**src/pat_ram.sv**
```systemverilog
`timescale 1ns / 1ps

module pat_ram #(
    parameter int WIDTH = 8,
    parameter int DEPTH = 16,
    localparam int AW   = $clog2(DEPTH)
) (
    input  logic             aclk,
    input  logic             we,
    input  logic [AW-1:0]    waddr,
    input  logic [WIDTH-1:0] wdata,
    input  logic [AW-1:0]    raddr,
    output logic [WIDTH-1:0] rdata
);

    logic [WIDTH-1:0] mem [DEPTH];

    always_ff @(posedge aclk) begin
        if (we) begin
            mem[waddr] <= wdata;
        end
        rdata <= mem[raddr];
    end

endmodule

```
**config.mk**
```make
export PLATFORM = sky130hd
export DESIGN_NAME = pat_ram
export DESIGN_NICKNAME = d
export VERILOG_FILES = /design/src/pat_ram.sv
export SDC_FILE = /design/constraint.sdc
export NUM_CORES = 1
export LEC_CHECK = 0
export BUFFER_PORTS_ARGS = -buffer_cell sky130_fd_sc_hd__buf_2
export CAP_MARGIN = 20
export CORE_MARGIN = 5
export CORE_UTILIZATION = 35
export DETAILED_ROUTE_END_ITERATION = 12
export GPL_TIMING_DRIVEN = 0
export PLACE_DENSITY_LB_ADDON = 0.08
export SYNTH_ARGS = -nofsm -noshare
export SYNTH_HDL_FRONTEND = slang
export SYNTH_SLANG_ARGS = --single-unit
```
**constraint.sdc**
```tcl
create_clock -name aclk -period 1.5 [get_ports aclk]
set_input_delay 0 -clock aclk [delete_from_list [all_inputs] [get_ports aclk]]
set_output_delay 0 -clock aclk [all_outputs]
set_load 0.01 [all_outputs]
```
# Word level (Yosys, flattened, before mapping)
# Memories as Yosys holds them, arrays and structs flattened. A register that Yosys moved wholly into a read port is not among the register bits.
# Index checks and enable logic that the tools add are counted.
[op_classes]
mux = 2
[op_table]
columns = ["operator", "n"]
rows = [
  ["$mux W1", 2],
]
[totals]
inputBits = 18
memories = 1
regBits = 0
ram_bits = 128
word_cells = 3
output_inout_bits = 8
[memory_table]
columns = ["memory", "depth", "word_bits", "rd", "rd_clocked_by_memory_dff", "wr", "line", "source"]
rows = [
  ["mem", 16, 8, 1, 1, 1, "16", "logic [WIDTH-1:0] mem [DEPTH];"],
]

# Longest topological paths before layout
[depth]
word_depth = 2
depth_mapped = 5
ltp_nobuf = 3

# Worst setup path before layout
# No wires, ideal clock.
[synth_path]
path_type = "input -> register"
startpoint = "in waddr[2]"
endpoint = "mem mem[0][0] (enable)"
t_required_ps = 1117
stages = 2
setup_slack_ps = 7
arrival_time_ps = 1110
setup_time_ps = 383
n_path_buf = 0
cell_sequence = "or3b_2 nor3_1"
[synth_lines]
columns = ["item", "line", "source"]
rows = [
  ["start, declared", "10", "input logic [AW-1:0] waddr,"],
  ["end, declared", "16", ""],
]
# No word-level cell before the write port.

==> summary.txt <==
Global routing
  – GRT Util Overall: 13.5%
  – Initial antenna violation count: 0
  – Largest net degree at the start of global routing: 17
  – Via count of the first global-routing pass: 2531
  – Gr ovfl total: 0
  – Global-route wire length before repair: 16600 um

Clock network
  – CTS buffer count: 17
  – CTS tree: yes
  – Htree depth: 4
  – Sink Count: 136
  – Clk slew on worst S/H paths: 0.06 ns
  – Clk buf depth: 2
  – Root Buffer: clkbuf_16
  – Worst-Skew Late Latency: 0.41 ns

Detailed routing
  – DRT Wirelength: 10900 um
  – WL/cell: 23.0 um
  – DRT antenna net count: 0
  – Initial DRC Count: 278
  – DR vias/cell: 4.98
  – Drc violations: 0
  – Initial DRT Pass Iterations: 4
  – Via count: 2360

Logic synthesis
  – Sequential-to-total area share from yosys stat: 77.8%
  – Distinct cell type count after synthesis: 19
  – Syn Inst Count: 229
  – Syn_area_per_cell: 22.5 sq um
  – Post-Syn Area: 5150 sq um
  – Post-synthesis net count: 247
  – Yosys warns: 0
  – Register bit total from synthesis: 136

Place
  – Port Buffer Count: 24
  – Routability Congestion: 0.788
  – Post-Place Cells: 439
  – Half-perimeter wire length after placement: 7110 um

STA
  – Final hold vios: 0
  – Clock Skews: 0.00888 ns
  – Normalized max-slew margin: 44.3%
  – Period Utilization, post-route: 95.2%
  – TNS Setup: 0 ns
  – Fmax: 0.700 GHz
  – Worst-margin pin slew: 0.833 ns
  – Final min period: 1.43 ns
  – Worst hold slack: 0.0130 ns
  – Slew Limit Fails: 0
  – RSZ-0062 raised after global routing: no
  – Final setup violating endpoints: 0

Layout
  – Fin cells: 474
  – Layout cells sized above 1: 29.0%
  – Most frequent cells in the layout: edfxtp_1 (128), buf_2 (28), mux4_2 (18)
  – Commonest non-fill, non-tap cell in the layout: edfxtp_1
  – Antenna fix cells: 0
  – Final nets: 295
  – Syn-to-layout area delta: 19.1%
  – Layout Utilization: 42.3%

Setup path
  – Worst Setup End Kind: flip-flop
  – Crit path DAT: 1.72 ns
  – Worst Setup Path Type: reg -> reg
  – Reg2reg path depth: 3
  – Slowest CP cell: mux4_1
  – WP buf/inv: 0
  – CP cell instances: mux4_1 > a22oi_1 > nand2_1
  – Crit path depth: 3
  – FF-to-FF Start: mem[1][1]
  – Delay-heaviest family, CP: multiplexers
  – Crit path from: mem[1][1]
  – Critical Path RT: 1.79 ns
  – Slowest stage delay, CP: 0.53 ns
  – CP max FO: 1
  – Worst Setup Start Kind: flip-flop
  – Flop-to-flop setup slack: 0.07 ns

Power and ir drop
  – Sw frac: 19.8%
  – Seq pwr share: 48.9%
  – Net Switching: 1730 uW
  – Comb pwr share: 5.0%
  – Power Density: 1420 nW/um^2
  – Internal Power: 7000 uW
  – Worst vdd ir: 704 uV
  – Leakage: 0.00204 uW
  – Clk pwr share: 46.1%

Floorplanning
  – Die height: 131 um
  – Initial core utilization: 35.6%
  – # IOs: 26
  – CORE AREA: 14500 sq um
  – Die Wd: 131 um
  – Die Area: 17200 sq um
  – Num rows: 44

Run
  – Max-cap violations: 0

Hold path
  – WHS Path Cells: 1
  – Hold Crit Start: wdata[7]
  – Worst hold-check path type: in -> reg

Outcome
  – Status: finished, final reports clean
## synthesized netlist by cell type
master	count	area share, %
edfxtp_1	128	75
mux4_2	18	7.9
a22oi_1	16	2.3
mux4_1	14	7.1
nor2_1	13	0.95
nand2_1	9	0.66
dfxtp_1	8	3.1
nor3_1	4	0.39
buf_2	3	0.29
buf_6	3	0.66
clkdlybuf4s25_2	3	0.58
nand2b_1	2	0.24
nand3b_1	2	0.29
and2_1	1	0.12
and2b_1	1	0.15
buf_4	1	0.15
nand3_1	1	0.097
nor2b_1	1	0.12
or3b_2	1	0.17
## cells by family after synthesis
group / share of synthesized area (%)
buf+inv: 1.68
simple gates: 3.18
flops: 77.8
mux: 15.0
compound gates: 2.33
## final cells by class
type | count | area, sq um
plain buffers | 10 | 86.3
clock buffers | 20 | 437
clock inverters | 12 | 133
fillers | 1282 | 8350
multi-input cells | 83 | 1080
flip-flops and latches | 136 | 4000
well taps | 184 | 230
repair buffers | 29 | 163
## path summary, 6_finish.rpt
path                     to
hold / removal    mem[3][7]
setup / recovery   rdata[1]
setup reg to reg   rdata[1]
hold reg to reg    rdata[0]
## flip-flops by register name, summed over array words and instances, names as in the netlist
register	flops
mem	128
rdata	8
## repair_timing
item	4_1_cts	5_1_grt
hold endpoints to repair	31	0
setup endpoints to repair	0	2
resized for setup	0	2
hold buffers	3	0
buffers inserted	0	0
## per-stage QoR
step                power (uW)  setup WS [ns]  area [sq um]
floorplan                 4570        0.00713          5150
global placement          4780         -0.677          5500
detailed placement        4790         -0.226          5520
CTS                       8820         0.0349          6120
global route              9060         0.0106          6130
finish                    8730         0.0717          6130
## power by group through the flow
stage | combinational, uW | sequential [uW] | clock, uW
after CTS | 445 | 4270 | 4100
after floorplan | 216 | 4360 | 0
after detailed placement | 438 | 4350 | 0
after global routing | 476 | 4280 | 4300
final | 435 | 4270 | 4030
after global placement | 429 | 4350 | 0
## routing by layer
layer | routed length (um) | GRT usage [%] | vias to the layer above
li1 | - | - | 1067
met2 | 5100 | 20.1 | 61
met5 | 0 | 0 | -
met3 | 611 | 4.55 | 17
met4 | 157 | 4.46 | 0
met1 | 5040 | 18.7 | 1215
(Power assumes the default switching activity.)
